**src/hw/rtl/sfp_pkg.sv**
```systemverilog
// Shared types and constants of the serial frame parser.
package sfp_pkg;

    localparam int MAX_PAYLOAD = 32;
    localparam int CNT_W = $clog2(MAX_PAYLOAD + 1);
    localparam int RAM_AW = (MAX_PAYLOAD > 1) ? $clog2(MAX_PAYLOAD) : 1;

    typedef enum logic [3:0] {
        PH_HEAD1,
        PH_HEAD2,
        PH_ADDR,
        PH_LEN,
        PH_EVT,
        PH_PAY,
        PH_CSUM,
        PH_TAIL1,
        PH_TAIL2
    } t_phase;

    typedef enum logic [1:0] {
        OS_IDLE,
        OS_READ,
        OS_LOAD
    } t_ostate;

    typedef enum logic [2:0] {
        ST_OK       = 3'd0,
        ST_HEAD     = 3'd1,
        ST_ADDRESS  = 3'd2,
        ST_CHECKSUM = 3'd3,
        ST_TAIL     = 3'd4,
        ST_TOO_LONG = 3'd5
    } t_status;

    typedef enum logic [2:0] {
        CFG_HEAD_FIRST   = 3'd0,
        CFG_HEAD_SECOND  = 3'd1,
        CFG_NODE_ADDRESS = 3'd2,
        CFG_TAIL_FIRST   = 3'd3,
        CFG_TAIL_SECOND  = 3'd4
    } t_cfg_index;

    typedef struct packed {
        logic       valid;
        t_status    status;
        logic [7:0] event_code;
        logic [7:0] length;
        logic       replay;
    } t_result_req;

endpackage

```
**src/hw/rtl/sfp_ram.sv**
```systemverilog
// Generic single-port-write, single-port-read RAM with a registered read.
module sfp_ram #(
    parameter int WIDTH = 8,
    parameter int DEPTH = 32
) (
    input  logic                                   i_clk,
    input  logic                                   i_wr_en,
    input  logic [((DEPTH > 1) ? $clog2(DEPTH) : 1)-1:0] i_wr_addr,
    input  logic [WIDTH-1:0]                       i_wr_data,
    input  logic                                   i_rd_en,
    input  logic [((DEPTH > 1) ? $clog2(DEPTH) : 1)-1:0] i_rd_addr,
    output logic [WIDTH-1:0]                       o_rd_data
);

    logic [WIDTH-1:0] r_mem [DEPTH];
    logic [WIDTH-1:0] r_rd_data;

    always_ff @(posedge i_clk) begin
        if (i_wr_en) begin
            r_mem[i_wr_addr] <= i_wr_data;
        end
        if (i_rd_en) begin
            r_rd_data <= r_mem[i_rd_addr];
        end
    end

    assign o_rd_data = r_rd_data;

endmodule

```
**src/hw/rtl/sfp_parser.sv**
```systemverilog
// Frame parser: configuration registers, byte-wise frame state and payload store writes.
module sfp_parser (
    input  logic                      i_clk,
    input  logic                      i_rst_n,
    input  logic                      i_cfg_valid,
    input  logic [2:0]                i_cfg_index,
    input  logic [7:0]                i_cfg_data,
    input  logic                      i_accept,
    input  logic [7:0]                i_rx_byte,
    output sfp_pkg::t_result_req      o_req,
    output logic                      o_wr_en,
    output logic [sfp_pkg::RAM_AW-1:0] o_wr_addr,
    output logic [7:0]                o_wr_data
);

    logic [7:0] r_head_first, r_head_second, r_node_address, r_tail_first, r_tail_second;

    sfp_pkg::t_phase           r_phase, n_phase;
    logic [7:0]                r_first_head, n_first_head;
    logic [7:0]                r_sum, n_sum;
    logic [7:0]                r_len, n_len;
    logic [7:0]                r_evt, n_evt;
    logic [sfp_pkg::CNT_W-1:0] r_taken, n_taken;
    logic [sfp_pkg::CNT_W-1:0] taken_inc;

    always_ff @(posedge i_clk) begin
        if (!i_rst_n) begin
            r_head_first   <= 8'd0;
            r_head_second  <= 8'd0;
            r_node_address <= 8'd0;
            r_tail_first   <= 8'd0;
            r_tail_second  <= 8'd0;
        end else if (i_cfg_valid) begin
            case (i_cfg_index)
                sfp_pkg::CFG_HEAD_FIRST:   r_head_first   <= i_cfg_data;
                sfp_pkg::CFG_HEAD_SECOND:  r_head_second  <= i_cfg_data;
                sfp_pkg::CFG_NODE_ADDRESS: r_node_address <= i_cfg_data;
                sfp_pkg::CFG_TAIL_FIRST:   r_tail_first   <= i_cfg_data;
                sfp_pkg::CFG_TAIL_SECOND:  r_tail_second  <= i_cfg_data;
                default: begin
                end
            endcase
        end
    end

    always_ff @(posedge i_clk) begin
        if (!i_rst_n) begin
            r_phase      <= sfp_pkg::PH_HEAD1;
            r_first_head <= 8'd0;
            r_sum        <= 8'd0;
            r_len        <= 8'd0;
            r_evt        <= 8'd0;
            r_taken      <= '0;
        end else begin
            r_phase      <= n_phase;
            r_first_head <= n_first_head;
            r_sum        <= n_sum;
            r_len        <= n_len;
            r_evt        <= n_evt;
            r_taken      <= n_taken;
        end
    end

    assign taken_inc = r_taken + sfp_pkg::CNT_W'(1);

    always_comb begin
        n_phase      = r_phase;
        n_first_head = r_first_head;
        n_sum        = r_sum;
        n_len        = r_len;
        n_evt        = r_evt;
        n_taken      = r_taken;
        o_req        = '0;
        o_wr_en      = 1'b0;
        o_wr_addr    = r_taken[sfp_pkg::RAM_AW-1:0];
        o_wr_data    = i_rx_byte;
        if (i_accept) begin
            case (r_phase)
                sfp_pkg::PH_HEAD1: begin
                    n_first_head = i_rx_byte;
                    n_phase      = sfp_pkg::PH_HEAD2;
                end
                sfp_pkg::PH_HEAD2: begin
                    if (r_first_head != r_head_first || i_rx_byte != r_head_second) begin
                        o_req.valid  = 1'b1;
                        o_req.status = sfp_pkg::ST_HEAD;
                        n_phase      = sfp_pkg::PH_HEAD1;
                    end else begin
                        n_phase = sfp_pkg::PH_ADDR;
                    end
                end
                sfp_pkg::PH_ADDR: begin
                    if (i_rx_byte != r_node_address) begin
                        o_req.valid  = 1'b1;
                        o_req.status = sfp_pkg::ST_ADDRESS;
                        n_phase      = sfp_pkg::PH_HEAD1;
                    end else begin
                        n_phase = sfp_pkg::PH_LEN;
                    end
                end
                sfp_pkg::PH_LEN: begin
                    n_len   = i_rx_byte;
                    n_sum   = i_rx_byte;
                    n_taken = '0;
                    if (i_rx_byte > 8'(sfp_pkg::MAX_PAYLOAD)) begin
                        o_req.valid  = 1'b1;
                        o_req.status = sfp_pkg::ST_TOO_LONG;
                        o_req.length = i_rx_byte;
                        n_phase      = sfp_pkg::PH_HEAD1;
                    end else begin
                        n_phase = sfp_pkg::PH_EVT;
                    end
                end
                sfp_pkg::PH_EVT: begin
                    n_evt   = i_rx_byte;
                    n_sum   = r_sum + i_rx_byte;
                    n_phase = (r_len == 8'd0) ? sfp_pkg::PH_CSUM : sfp_pkg::PH_PAY;
                end
                sfp_pkg::PH_PAY: begin
                    o_wr_en = (r_taken < sfp_pkg::CNT_W'(sfp_pkg::MAX_PAYLOAD));
                    n_sum   = r_sum + i_rx_byte;
                    n_taken = taken_inc;
                    if (8'(taken_inc) >= r_len) begin
                        n_phase = sfp_pkg::PH_CSUM;
                    end
                end
                sfp_pkg::PH_CSUM: begin
                    if (i_rx_byte != r_sum) begin
                        o_req.valid      = 1'b1;
                        o_req.status     = sfp_pkg::ST_CHECKSUM;
                        o_req.event_code = r_evt;
                        o_req.length     = r_len;
                        n_phase          = sfp_pkg::PH_HEAD1;
                    end else begin
                        n_phase = sfp_pkg::PH_TAIL1;
                    end
                end
                sfp_pkg::PH_TAIL1: begin
                    if (i_rx_byte != r_tail_first) begin
                        o_req.valid      = 1'b1;
                        o_req.status     = sfp_pkg::ST_TAIL;
                        o_req.event_code = r_evt;
                        o_req.length     = r_len;
                        n_phase          = sfp_pkg::PH_HEAD1;
                    end else begin
                        n_phase = sfp_pkg::PH_TAIL2;
                    end
                end
                sfp_pkg::PH_TAIL2: begin
                    o_req.valid      = 1'b1;
                    o_req.event_code = r_evt;
                    o_req.length     = r_len;
                    n_phase          = sfp_pkg::PH_HEAD1;
                    if (i_rx_byte != r_tail_second) begin
                        o_req.status = sfp_pkg::ST_TAIL;
                    end else begin
                        o_req.status = sfp_pkg::ST_OK;
                        o_req.replay = (r_len != 8'd0);
                    end
                end
                default: begin
                    n_phase = sfp_pkg::PH_HEAD1;
                end
            endcase
        end
    end

endmodule

```
**src/hw/rtl/sfp_out.sv**
```systemverilog
// Result register and payload replay sequencer reading the payload store.
module sfp_out (
    input  logic                       i_clk,
    input  logic                       i_rst_n,
    input  sfp_pkg::t_result_req       i_req,
    output logic                       o_in_free,
    output logic                       o_rd_en,
    output logic [sfp_pkg::RAM_AW-1:0] o_rd_addr,
    input  logic [7:0]                 i_rd_data,
    output logic                       o_res_valid,
    input  logic                       i_res_ready,
    output logic                       o_item_kind,
    output logic [2:0]                 o_frame_status,
    output logic [7:0]                 o_event_code,
    output logic [7:0]                 o_payload_length,
    output logic [7:0]                 o_payload_byte,
    output logic                       o_last_of_run
);

    sfp_pkg::t_ostate          r_state, n_state;
    logic                      r_valid, n_valid;
    logic [sfp_pkg::CNT_W-1:0] r_idx, n_idx;
    logic                      r_kind, n_kind;
    logic [2:0]                r_status, n_status;
    logic [7:0]                r_evt, n_evt;
    logic [7:0]                r_len, n_len;
    logic [7:0]                r_pb, n_pb;
    logic                      r_last, n_last;
    logic                      slot_free;
    logic [sfp_pkg::CNT_W-1:0] idx_inc;

    always_ff @(posedge i_clk) begin
        if (!i_rst_n) begin
            r_state <= sfp_pkg::OS_IDLE;
            r_valid <= 1'b0;
            r_idx   <= '0;
        end else begin
            r_state <= n_state;
            r_valid <= n_valid;
            r_idx   <= n_idx;
        end
    end

    always_ff @(posedge i_clk) begin
        r_kind   <= n_kind;
        r_status <= n_status;
        r_evt    <= n_evt;
        r_len    <= n_len;
        r_pb     <= n_pb;
        r_last   <= n_last;
    end

    assign slot_free = !r_valid || i_res_ready;
    assign idx_inc   = r_idx + sfp_pkg::CNT_W'(1);
    assign o_in_free = (r_state == sfp_pkg::OS_IDLE) && slot_free;
    assign o_rd_addr = r_idx[sfp_pkg::RAM_AW-1:0];

    always_comb begin
        n_state  = r_state;
        n_valid  = r_valid && !i_res_ready;
        n_idx    = r_idx;
        n_kind   = r_kind;
        n_status = r_status;
        n_evt    = r_evt;
        n_len    = r_len;
        n_pb     = r_pb;
        n_last   = r_last;
        o_rd_en  = 1'b0;
        case (r_state)
            sfp_pkg::OS_IDLE: begin
                if (i_req.valid) begin
                    n_valid  = 1'b1;
                    n_kind   = 1'b0;
                    n_status = i_req.status;
                    n_evt    = i_req.event_code;
                    n_len    = i_req.length;
                    n_pb     = 8'd0;
                    n_last   = !i_req.replay;
                    n_idx    = '0;
                    if (i_req.replay) begin
                        n_state = sfp_pkg::OS_READ;
                    end
                end
            end
            sfp_pkg::OS_READ: begin
                o_rd_en = 1'b1;
                n_state = sfp_pkg::OS_LOAD;
            end
            sfp_pkg::OS_LOAD: begin
                if (slot_free) begin
                    n_valid = 1'b1;
                    n_kind  = 1'b1;
                    n_pb    = i_rd_data;
                    n_last  = (8'(idx_inc) == r_len);
                    n_idx   = idx_inc;
                    n_state = (8'(idx_inc) == r_len) ? sfp_pkg::OS_IDLE : sfp_pkg::OS_READ;
                end
            end
            default: begin
                n_state = sfp_pkg::OS_IDLE;
            end
        endcase
    end

    assign o_res_valid      = r_valid;
    assign o_item_kind      = r_kind;
    assign o_frame_status   = r_status;
    assign o_event_code     = r_evt;
    assign o_payload_length = r_len;
    assign o_payload_byte   = r_pb;
    assign o_last_of_run    = r_last;

endmodule

```
**src/hw/rtl/serial_frame_parser_checksum.sv**
```systemverilog
// Serial frame parser with an 8-bit sum checksum and buffered payload replay.
// An input byte is taken only while the output stage is idle and its result slot is free;
// a status or header word appears at the output in the cycle after the byte that causes it.
// Each buffered payload word is then read from the payload store, whose read is registered
// (a read state, then a load state that waits for a free result slot); no input is taken until the replay ends.
// Synchronous active-low reset clears the parser, the configuration registers and the output state and valid flag.
module serial_frame_parser_checksum (
    input  logic       i_clk,
    input  logic       i_rst_n,
    input  logic       i_cfg_valid,
    output logic       o_cfg_ready,
    input  logic [2:0] i_cfg_index,
    input  logic [7:0] i_cfg_data,
    input  logic       i_rx_valid,
    output logic       o_rx_ready,
    input  logic [7:0] i_rx_byte,
    output logic       o_res_valid,
    input  logic       i_res_ready,
    output logic       o_item_kind,
    output logic [2:0] o_frame_status,
    output logic [7:0] o_event_code,
    output logic [7:0] o_payload_length,
    output logic [7:0] o_payload_byte,
    output logic       o_last_of_run
);

    sfp_pkg::t_result_req       req;
    logic                       in_free;
    logic                       wr_en, rd_en;
    logic [sfp_pkg::RAM_AW-1:0] wr_addr, rd_addr;
    logic [7:0]                 wr_data, rd_data;

    assign o_cfg_ready = 1'b1;
    assign o_rx_ready  = in_free;

    sfp_parser u_parser (
        .i_clk       (i_clk),
        .i_rst_n     (i_rst_n),
        .i_cfg_valid (i_cfg_valid),
        .i_cfg_index (i_cfg_index),
        .i_cfg_data  (i_cfg_data),
        .i_accept    (i_rx_valid && in_free),
        .i_rx_byte   (i_rx_byte),
        .o_req       (req),
        .o_wr_en     (wr_en),
        .o_wr_addr   (wr_addr),
        .o_wr_data   (wr_data)
    );

    sfp_ram #(
        .WIDTH (8),
        .DEPTH (sfp_pkg::MAX_PAYLOAD)
    ) u_store (
        .i_clk     (i_clk),
        .i_wr_en   (wr_en),
        .i_wr_addr (wr_addr),
        .i_wr_data (wr_data),
        .i_rd_en   (rd_en),
        .i_rd_addr (rd_addr),
        .o_rd_data (rd_data)
    );

    sfp_out u_out (
        .i_clk            (i_clk),
        .i_rst_n          (i_rst_n),
        .i_req            (req),
        .o_in_free        (in_free),
        .o_rd_en          (rd_en),
        .o_rd_addr        (rd_addr),
        .i_rd_data        (rd_data),
        .o_res_valid      (o_res_valid),
        .i_res_ready      (i_res_ready),
        .o_item_kind      (o_item_kind),
        .o_frame_status   (o_frame_status),
        .o_event_code     (o_event_code),
        .o_payload_length (o_payload_length),
        .o_payload_byte   (o_payload_byte),
        .o_last_of_run    (o_last_of_run)
    );

endmodule
```
**config.mk**
```make
export PLATFORM = sky130hd
export DESIGN_NAME = serial_frame_parser_checksum
export DESIGN_NICKNAME = d
export VERILOG_FILES = /design/src/hw/rtl/sfp_pkg.sv /design/src/hw/rtl/sfp_ram.sv /design/src/hw/rtl/sfp_parser.sv /design/src/hw/rtl/sfp_out.sv /design/src/hw/rtl/serial_frame_parser_checksum.sv
export SDC_FILE = /design/constraint.sdc
export NUM_CORES = 1
export LEC_CHECK = 0
export BUFFER_PORTS_ARGS = -buffer_cell sky130_fd_sc_hd__buf_4
export CAP_MARGIN = 20
export CORE_AREA = 2 2 163 165
export CTS_BUF_LIST = sky130_fd_sc_hd__clkbuf_8
export DETAILED_ROUTE_END_ITERATION = 8
export DIE_AREA = 0 0 165 167
export GPL_ROUTABILITY_DRIVEN = 1
export PLACE_DENSITY = 0.83
export SYNTH_ARGS = -nofsm -noshare
export SYNTH_HDL_FRONTEND = slang
export SYNTH_HIERARCHICAL = 1
export SYNTH_SLANG_ARGS = --single-unit
```
**constraint.sdc**
```tcl
create_clock -name i_clk -period 10.2 [get_ports i_clk]
set_clock_uncertainty 0.15 [all_clocks]
set_input_delay 1.53 -clock i_clk [delete_from_list [all_inputs] [get_ports i_clk]]
set_output_delay 1.53 -clock i_clk [all_outputs]
set_load 0.05 [all_outputs]
```
## Word-level counts from Yosys, hierarchy flattened

Memory sizes are Yosys's and may differ from the RTL's. A register that Yosys moved wholly into a read port is not among the register bits.
Index checks and enable logic that the tools add are counted.

- Register bits: 120
- RAM bits: 256
- Word-level logic and storage cells: 131
- Output and inout port bits: 32
- Input bits: 24
- Memories: 1

Memory list:

| name | words | bits a word | read ports | clocked after memory_dff | write ports | line | source |
|---|---|---|---|---|---|---|---|
| u_store.r_mem | 32 | 8 | 1 | 1 | 1 | sfp_ram.sv:15 | `logic [WIDTH-1:0] r_mem [DEPTH];` |

- Equal/unequal tests: 25
- Add/sub/neg operators: 3
- Multiplexer cells: 48
- Order comparisons: 3
- Reduce and logical (&&, ||, !) cells: 31

Operators with widths:

| kind | number |
|---|---|
| != test 8 bit | 6 |
| 2-to-1 mux 20 bit | 2 |
| case mux 4 bit (8 select lines) | 1 |
| case mux 8 bit (2 select lines) | 2 |
| case mux 8 bit (4 select lines) | 1 |
| 2-to-1 mux 8 bit | 3 |
| case mux 4 bit (6 select lines) | 1 |
| case mux 6 bit (2 select lines) | 2 |
| case mux 8 bit (3 select lines) | 1 |
| AND reduction 2 bit | 12 |
| 2-to-1 mux 21 bit | 1 |
| 2-to-1 mux 4 bit | 5 |
| equality test 4 x 3 -> 1 bit (second input constant) | 4 |
| 2-to-1 mux 1 bit | 14 |
| adder 6 x 1 -> 6 bit (second input constant) | 2 |
| 2-to-1 mux 2 bit | 6 |
| 2-to-1 mux 6 bit | 2 |
| 2-to-1 mux 3 bit | 3 |
| adder 8 bit | 1 |
| equality test 4 x 2 -> 1 bit (second input constant) | 2 |
| equality test 6 x 8 -> 1 bit | 1 |
| >= comparator 6 x 8 -> 1 bit | 1 |
| greater-than comparator 8 x 6 -> 1 bit (second input constant) | 1 |
| zero test 8 bit | 1 |
| 22 further kinds | 35 |

## Longest topological paths before layout

Gate-level depths: netlist of run 1.

- Word-level depth: 8
- Mapped depth: 10

## Hierarchy

The synthesis of run 1 kept the hierarchy.

By module, submodules not included:

| module | sequential area each (um2) | cells an instance | area each (um2) | instances |
|---|---|---|---|---|
| sfp_ram | 7,927.6 | 417 | 10,133.5 | 1 |
| sfp_parser | 1,641.6 | 583 | 4,790.8 | 1 |
| sfp_out | 1,051.0 | 111 | 1,556.5 | 1 |
| serial_frame_parser_checksum | 0.0 | 3 | 17.5 | 1 |

## Worst setup path before layout of run 1

Ideal clock, no wire load.

- Path type: input to register
- From: in i_res_ready
- To: reg u_out.r_evt[0] (netlist: u_out/o_event_code[0]) (enable)
- Library setup time: 423 ps
- Arrival: 5,081 ps
- Cell stages on the path: 7
- Path slack: 4,546 ps
- Cell sequence: nor2b_1 > nor3_1 > and2_1 > clkbuf_1 > nand2_1 > a41oi_1 > nor3b_1

RTL lines:

| what | line | source |
|---|---|---|
| from (decl) | serial_frame_parser_checksum.sv:18 | `input logic i_res_ready,` |
| to (signal assigned) | sfp_out.sv:47 | `r_evt <= n_evt;` |
| to (decl) | sfp_out.sv:25 | `logic [7:0] r_evt, n_evt;` |

## Final worst setup path of run 1

- From: in i_res_ready
- To: mem u_store.r_mem[4][6] (enable)

- Cells in the longest elaborated chain, start to end: 6

RTL lines:

| what | line | source |
|---|---|---|
| logical OR 1 bit | sfp_out.sv:53 | `assign slot_free = !r_valid \|\| i_res_ready;` |
| logical AND 1 bit | sfp_out.sv:55 | `assign o_in_free = (r_state == sfp_pkg::OS_IDLE) && slot_free;` |
| logical AND 1 bit | serial_frame_parser_checksum.sv:42 | `.i_accept (i_rx_valid && in_free),` |
| 2-to-1 mux 1 bit | sfp_parser.sv:77 | `if (i_accept) begin` |
| named net wr_en | serial_frame_parser_checksum.sv:29 | `logic wr_en, rd_en;` |
| 2-to-1 mux 1 bit | sfp_ram.sv:19 | `if (i_wr_en) begin` |
| 2-to-1 mux 1 bit (not written as such) | sfp_ram.sv:20 | `r_mem[i_wr_addr] <= i_wr_data;` |
| to (decl) | sfp_ram.sv:15 |  |

The timed path passes the listed nets, and every way through them passes these cells.

==> results.txt, run 1 <==
----------------------------------------------------
[Global routing]
  Global route overflow ... 0
  Number of antenna violations at the first check in global routing ... 0
  Largest net degree at the start of global routing ... 90
  Global-route usage over all layers ... 0.263
  Via count of the first global-routing pass ... roughly 10000
  First-pass GRT wire length ... about 55000 um

[Logic synthesis]
  Top post-synthesis cells by area ... sky130_fd_sc_hd__edfxtp_1, sky130_fd_sc_hd__dfxtp_1, sky130_fd_sc_hd__mux4_2
  Most used standard cells in the synthesized netlist ... sky130_fd_sc_hd__edfxtp_1, sky130_fd_sc_hd__nand2_1, sky130_fd_sc_hd__dfxtp_1, sky130_fd_sc_hd__mux4_2, sky130_fd_sc_hd__nor2_1
  Number of register bits inferred by synthesis ... roughly 380
  Yosys top cell area share ... 0.533
  Leading register cell type out of synthesis ... sky130_fd_sc_hd__edfxtp_1
  Most common cell in the netlist ... sky130_fd_sc_hd__edfxtp_1
  Part of the Yosys area used for sequential elements ... 0.644
  Cell Area, Synth ... approximately 16000 um2
  Synthesized area divided by synthesized cell count ... between 10 and 15 um2
  Post-synth top area cell ... sky130_fd_sc_hd__edfxtp_1
  Syn nets ... between 1000 and 1500
  Fraction of registers with async set/reset ... 0
  Synth cell types ... 69
  Number of enable-type register cells in the synthesized netlist ... roughly 290
  Synthesized instance count ... between 1000 and 1500
  Count of synthesis-stage warnings from yosys ... 6

[Worst setup path]
  CP startpoint kind ... input pin
  Element type at the critical path end ... flop
  Logic depth of the worst register-to-register path ... 7
  Crit path required time ... 10280 ps
  Peak fanout along the critical path ... 14
  Worst reg2reg setup slack ... between 6000 and 7000 ps
  Kind of critical path ... in -> reg
  FF-to-FF End ... u_store/r_mem[4][6]
  Reg2reg start ... u_out/o_res_valid
  Critical path data arrival time ... roughly 4200 ps

[Cells and area]
  Total inserted antenna cells ... 0
  Number of flip-flops in the largest register ... 256
  Count of non-filler cells in the finished layout ... between 1500 and 2000
  Register with the highest flop count ... u_store/r_mem
  Nets ... around 1200
  Fraction of layout cells with a size suffix above 1 ... 0.202
  Area growth syn-to-layout ... 9.87%

[Drt]
  Count of antenna-violating nets left after detailed routing ... 0
  First drt pass iteration count ... 7
  Top sig layer ... met4
  Via count ... between 9000 and 10000
  Met3 wire len ... between 2000 and 3000 um
  M1 WL ... 13900 um
  Via/cell ratio ... between 6 and 7
  Iter 0 DRT Violations ... just over 900
  Metal2 WL ... ~18000 um
  Number of remaining DRC errors ... 0
  Total Wirelength ... ~35000 um
  Routed wirelength normalized by instance count ... roughly 23 um

[CTS]
  Clk pin slew, worst setup/hold paths ... about 60 ps
  Number of sinks handled by clock tree synthesis ... about 380
  Clock buffer count from CTS ... 57
  Number of gates resized after cts ... 0
  Total number of H-tree levels ... 2
  Number of setup buffers added after CTS ... 0
  CTS tree ... done
  Post-CTS Hold Buffers ... 0
  CTS Root Buffer Type ... sky130_fd_sc_hd__clkbuf_8
  CTS Buffer Depth ... 3
  Worst-Skew Late Latency ... just over 600 ps

[Power]
  Comb power frac ... 0.035
  Part of the power in registers ... 0.554
  Reported leakage power ... about 6 nW
  Sw frac ... 0.214
  Clock network fraction of design power ... 0.412
  Switching component of the power ... 655 uW
  Power density over the cells ... about 170 nW/um2
  Maximum vdd ir drop ... around 0.00013 V
  Pint ... around 2.4 mW

[STA]
  Hold violation total from the final report ... 0
  Total Neg Setup Slack ... 0 ps
  Final-report max-slew violation count ... 0
  Shortest clock period the worst path allows after layout ... roughly 4100 ps
  Worst Hold Margin ... 328 ps
  Worst slew pin tran ... ~1100 ps
  RSZ-0062 raised after global routing ... no
  F_max ... 0.246 GHz
  Final Setup Violations ... 0
  Post-route fraction of the period consumed by the critical path ... 0.399
  Slew headroom ... 0.271

[Min path]
  Class of the tightest hold or removal check ... reg -> reg
  Worst Hold Path Cells ... 2
  Sink of the worst hold path ... u_parser/r_node_address[2]
  Worst Min Path Start ... u_parser/r_node_address[2]

[Placed design]
  Gp weighted congestion ... 0.802
  Total placed cells including tap cells ... 1434
  Final HPWL DP ... 22000 um
  Port Buf Inserts ... 54

[Die]
  Core box area ... approximately 26000 um2
  Die Span Y ... 167 um
  IO Count ... 56
  Die span in x ... 165 um
  Std-Cell Rows ... a little under 60
  Area of the die ... between 20000 and 30000 um2
  Effective utilization at floorplan ... 0.640

[Job]
  Maxcap violations ... 0

[Run status]
  Result of the run ... finished, final reports clean

----------------------------------------------------
-- worst max-delay path: stages --
cell and delay, ps:
sky130_fd_sc_hd__buf_4 90, sky130_fd_sc_hd__nor2b_1 60, sky130_fd_sc_hd__nor3_1 260, sky130_fd_sc_hd__and2_1 480, sky130_fd_sc_hd__nand3_2 250, sky130_fd_sc_hd__nor2_1 270
sky130_fd_sc_hd__or3b_2 620, sky130_fd_sc_hd__nor2_1 580
-- power by group through the flow --
stage                     clock network (mW)  registers, mW  logic [mW]
after floorplan                            0           1.73      0.0655
after detailed placement                   0           1.73       0.107
after global routing                    1.35           1.70       0.117
after CTS                               1.28           1.70       0.107
final                                   1.26           1.70       0.106
after global placement                     0           1.73       0.103
-- cell type report --
| class | count | area, um2 |
|---|---|---|
| multi-input combinational | 642 | 5400 |
| clock buffer | 65 | 895 |
| clock inverter | 42 | 287 |
| timing repair buffer | 60 | 450 |
| fill | 1591 | 7640 |
| inverter | 13 | 48.8 |
| tap | 335 | 419 |
| sequential | 384 | 10600 |
-- worst max path at each step --
stage                      from               endpoint  cells past startpoint
detailed placement  i_res_ready    u_store/r_mem[4][2]                      8
floorplan           i_res_ready  u_out/o_event_code[0]                      7
CTS                 i_res_ready    u_store/r_mem[4][3]                      8
global placement    i_res_ready    u_store/r_mem[4][0]                      8
global route        i_res_ready   u_store/r_mem[12][5]                      8
finish              i_res_ready    u_store/r_mem[4][6]                      8
-- logic make-up (layout without fill, tap and decap cells) --
kind of cell / Yosys count / after routing / synth area share
buffers and inverters: 88 / 180 / 0.0291
other: 1 / 1 / 0.000227
AND/OR/NAND/NOR: 327 / 327 / 0.0975
adder cells (fa/ha/maj): 16 / 16 / 0.0126
flip-flops: 384 / 384 / 0.644
XOR/XNOR: 55 / 55 / 0.0300
AO/OA/AOI/OAI: 129 / 129 / 0.0563
multiplexers: 114 / 114 / 0.131
-- through the flow --
stage / power, mW / worst slack [ps] / utilization / instance area (um2)
CTS: 3.08 / 6150 / 0.704 / 18100
finish: 3.06 / 6130 / 0.704 / 18100
global placement: 1.83 / 5720 / 0.658 / 16900
floorplan: 1.80 / 4550 / - / 16500
detailed placement: 1.84 / 5590 / 0.658 / 16900
global route: 3.16 / 5840 / 0.704 / 18100
-- placed cells by master (no fill, tap or decap), drive strengths merged, types with 5 or more instances in the layout --
master  netlist  routed
o21a          6       6
nor2b        33      33
nor3          7       7
edfxtp      293     293
nand2b        8       8
nand3b       10      10
o21ai        17      17
nor4         11      11
nand2       120     120
buf          49      60
and3          7       7
mux2i        25      25
nand4         5       5
mux4         80      80
xor2         38      38
nor2         65      65
inv          13      29
nand3        22      22
mux2          9       9
a22o          8       8
a31oi         5       5
clkinv        0      21
xnor2        16      16
a21boi       52      52
and2         23      23
ha           15      15
a21oi        15      15
dfxtp        91      91
clkbuf       26      65
-- routing by layer --
metal / up-vias / track usage
li1: 4264 / -
met1: 4803 / 0.357
met2: 415 / 0.436
met3: 72 / 0.0471
met4: 0 / 0.0817
met5: - / 0
Power figures use the tool's default switching activity.
==> inputs of run 2 (changes only) <==
- CORE_AREA: 2 2 163 165 -> 2 2 172 174
- DIE_AREA: 0 0 165 167 -> 0 0 174 176
- PLACE_DENSITY: 0.83 -> 0.79
- clock period: 10.2 -> 3.27 ns (I/O delays scaled with it)
==> results.txt, run 2 (synthesized netlist as in run 1, its figures left out) <==
----------------------------------------------------
[STA]
  Post-route fraction of the period consumed by the critical path ... 0.901
  RSZ-0062 raised after global routing ... no
  F_max ... 0.340 GHz
  Worst slew pin tran ... 773 ps (-318 ps)
  Shortest clock period the worst path allows after layout ... around 3000 ps
  Hold violation total from the final report ... 0 (unchanged)
  Final-report max-slew violation count ... 0 (unchanged)
  Slew headroom ... 0.483 (+0.212)
  Final Setup Violations ... 0 (unchanged)
  Total Neg Setup Slack ... 0 ps (unchanged)
  Post-route setup slack ... 325 ps (-5810 ps)

[Job]
  Maxcap violations ... 0 (unchanged)

[Power]
  Reported leakage power ... 6.32 nW (+4.4%)
  Sw frac ... 0.215 (+0.00109)
  Clock network fraction of design power ... 0.402 (-0.010)
  Comb power frac ... 0.037 (+0.002)
  Total Power Consumption ... 9.43 mW (+210%)
  Maximum vdd ir drop ... 0.000309 V (+150%)
  Part of the power in registers ... 0.561 (+0.007)
  Pint ... 7.40 mW (+210%)
  Switching component of the power ... 2.03 mW (+210%)
  Power density over the cells ... 506 nW/um2 (+200%)

[Cells and area]
  Post-Route Utilization ... 0.652 (-0.0512)
  Fraction of layout cells with a size suffix above 1 ... 0.239 (+0.0371)
  Number of flip-flops in the largest register ... 256 (unchanged)
  Area growth syn-to-layout ... 12.9%
  FILL cells ... 2074 (+30%)
  Nets ... 1245 (+3.9%)
  Most frequent cells in the layout ... sky130_fd_sc_hd__edfxtp_1, sky130_fd_sc_hd__nand2_1, sky130_fd_sc_hd__buf_4
  Count of non-filler cells in the finished layout ... 1633 (+6.0%)
  Total inserted antenna cells ... 0 (unchanged)
  Register with the highest flop count ... u_store/r_mem
  Most common library cell in the layout ignoring fill and taps ... sky130_fd_sc_hd__edfxtp_1

[Global routing]
  Number of antenna violations at the first check in global routing ... 0 (unchanged)
  First-pass GRT wire length ... 54900 um (+0.60%)
  Largest net degree at the start of global routing ... 75 (-17%)
  Global-route usage over all layers ... 0.235 (-0.0275)
  Global route overflow ... 0 (unchanged)
  Via count of the first global-routing pass ... 9729 (-0.27%)

[Drt]
  Count of antenna-violating nets left after detailed routing ... 0 (unchanged)
  Via/cell ratio ... 5.89 (-4.9%)
  Total Wirelength ... 35500 um (+1.9%)
  Iter 0 DRT Violations ... 890 (-3.7%)
  First drt pass iteration count ... 5 (-2)
  Via count ... 9624 (+0.73%)
  Number of remaining DRC errors ... 0 (unchanged)
  Routed wirelength normalized by instance count ... 21.8 um (-3.9%)

[Placed design]
  Final HPWL DP ... 23200 um (+5.2%)
  Port Buf Inserts ... 54 (unchanged)
  Gp weighted congestion ... 0.876 (+9.3%)
  Total placed cells including tap cells ... 1528 (+6.6%)
  Pre-CTS WS ... 127 ps (-5470 ps)

[Min path]
  Class of the tightest hold or removal check ... in -> reg

[Worst setup path]
  Peak fanout along the critical path ... 14 (unchanged)
  Kind of critical path ... reg -> reg
  Launch point of the worst path ... u_out/o_res_valid
  Number of cells on the critical path ... 7 (-1)
  CP top delay family ... simple AND/OR/NAND/NOR gates
  Bufs and invs on worst path ... 0 (-1)
  CP startpoint kind ... flop
  FF-to-FF End ... u_store/r_mem[0][6]
  Element type at the critical path end ... flop
  Crit path required time ... 3400 ps (-6880 ps)
  Last element of the critical path ... u_store/r_mem[0][6]
  Logic depth of the worst register-to-register path ... 7 (unchanged)
  Critical path data arrival time ... 3080 ps (-1070 ps)
  Reg2reg start ... u_out/o_res_valid
  Worst reg2reg setup slack ... 320 ps (-6380 ps)
  Slowest stage delay, CP ... 730 ps (+110 ps)
  List of cells traversed by the critical path ... nor2b_1, nor3_4, and2_4, nand3_2, nor2_1, or3b_2, nor2_4
  Crit path max-delay cell type ... sky130_fd_sc_hd__or3b_2

[CTS]
  Worst-Skew Late Latency ... 610 ps (about the same)
  Number of gates resized after cts ... 0 (unchanged)
  Number of sinks handled by clock tree synthesis ... 384 (unchanged)
  CTS Root Buffer Type ... sky130_fd_sc_hd__clkbuf_8
  CTS tree ... done
  Clock buffer count from CTS ... 58 (+1.8%)
  Number of setup buffers added after CTS ... 0 (unchanged)
  Post-CTS Hold Buffers ... 0 (unchanged)
  Clk pin slew, worst setup/hold paths ... 60 ps (about the same)
  Total number of H-tree levels ... 2 (unchanged)
  CTS Buffer Depth ... 3 (unchanged)

[Run status]
  Result of the run ... finished, final reports clean

[Die]
  Die Span Y ... 176 um (+5.4%)
  IO Count ... 56 (unchanged)
  Core box area ... 28500 um2 (+11%)
  Area of the die ... 30600 um2 (+11%)
  Std-Cell Rows ... 62 (+5.1%)
  Die span in x ... 174 um (+5.5%)
  Effective utilization at floorplan ... 0.578 (-0.0624)

----------------------------------------------------
run 2: power by group through the flow:
stage               sequential, mW  clock [mW]  combinational, mW
finish                        5.29        3.79              0.351
global route                  5.29        4.06              0.380
CTS                           5.29        3.86              0.348
detailed placement            5.39           0              0.347
global placement              5.39           0              0.338
floorplan                     5.41           0              0.206
run 2: layout make-up:
type | instances | area [um2] | area share
Inverter | 13 | 48.8 | 0.00262
Clock buffer | 63 | 867 | 0.0466
Tap cell | 384 | 480 | 0.0258
Timing Repair Buffer | 106 | 846 | 0.0454
Multi-Input combinational cell | 642 | 5490 | 0.295
Clock inverter | 41 | 270 | 0.0145
Sequential cell | 384 | 10600 | 0.571
run 2: metal layers:
| layer | share of wire | vias to the layer above | GRT usage |
|---|---|---|---|
| met3 | 0.067 | 71 | 0.0444 |
| met4 | 0.030 | 0 | 0.0896 |
| li1 | - | 4357 | - |
| met1 | 0.41 | 4805 | 0.312 |
| met5 | 0 | - | 0 |
| met2 | 0.50 | 391 | 0.391 |
run 2: worst min-delay path by stage:
stage	start	end	slack [ps]	cells after the start
6_report	i_cfg_data[5]	u_parser/r_head_first[5]	40	3
4_1_cts	i_cfg_data[5]	u_parser/r_tail_first[5]	9	3
3_5_place_dp	u_parser/r_node_address[1]	u_parser/r_node_address[1]	320	2
3_3_place_gp	u_parser/r_len[7]	u_parser/r_len[7]	310	2
2_1_floorplan	u_parser/r_len[6]	u_parser/r_len[6]	300	2
5_1_grt	i_cfg_data[3]	u_parser/r_head_second[3]	20	3
run 2: metrics by stage:
stage	cell area (um2)	hold slack, ps
after detailed placement	17500	321
final	18600	41.9
after global placement	17500	308
after global routing	18600	20.1
after CTS	18600	9.35
after floorplan	16600	298
run 2: worst register-to-register path, stage by stage, from the launching register on:
cell and delay (ps):
sky130_fd_sc_hd__dfxtp_2 320, sky130_fd_sc_hd__nor2b_1 190, sky130_fd_sc_hd__nor3_4 210, sky130_fd_sc_hd__and2_4 250, sky130_fd_sc_hd__nand3_2 180, sky130_fd_sc_hd__nor2_1 240
sky130_fd_sc_hd__or3b_2 730, sky130_fd_sc_hd__nor2_4 350
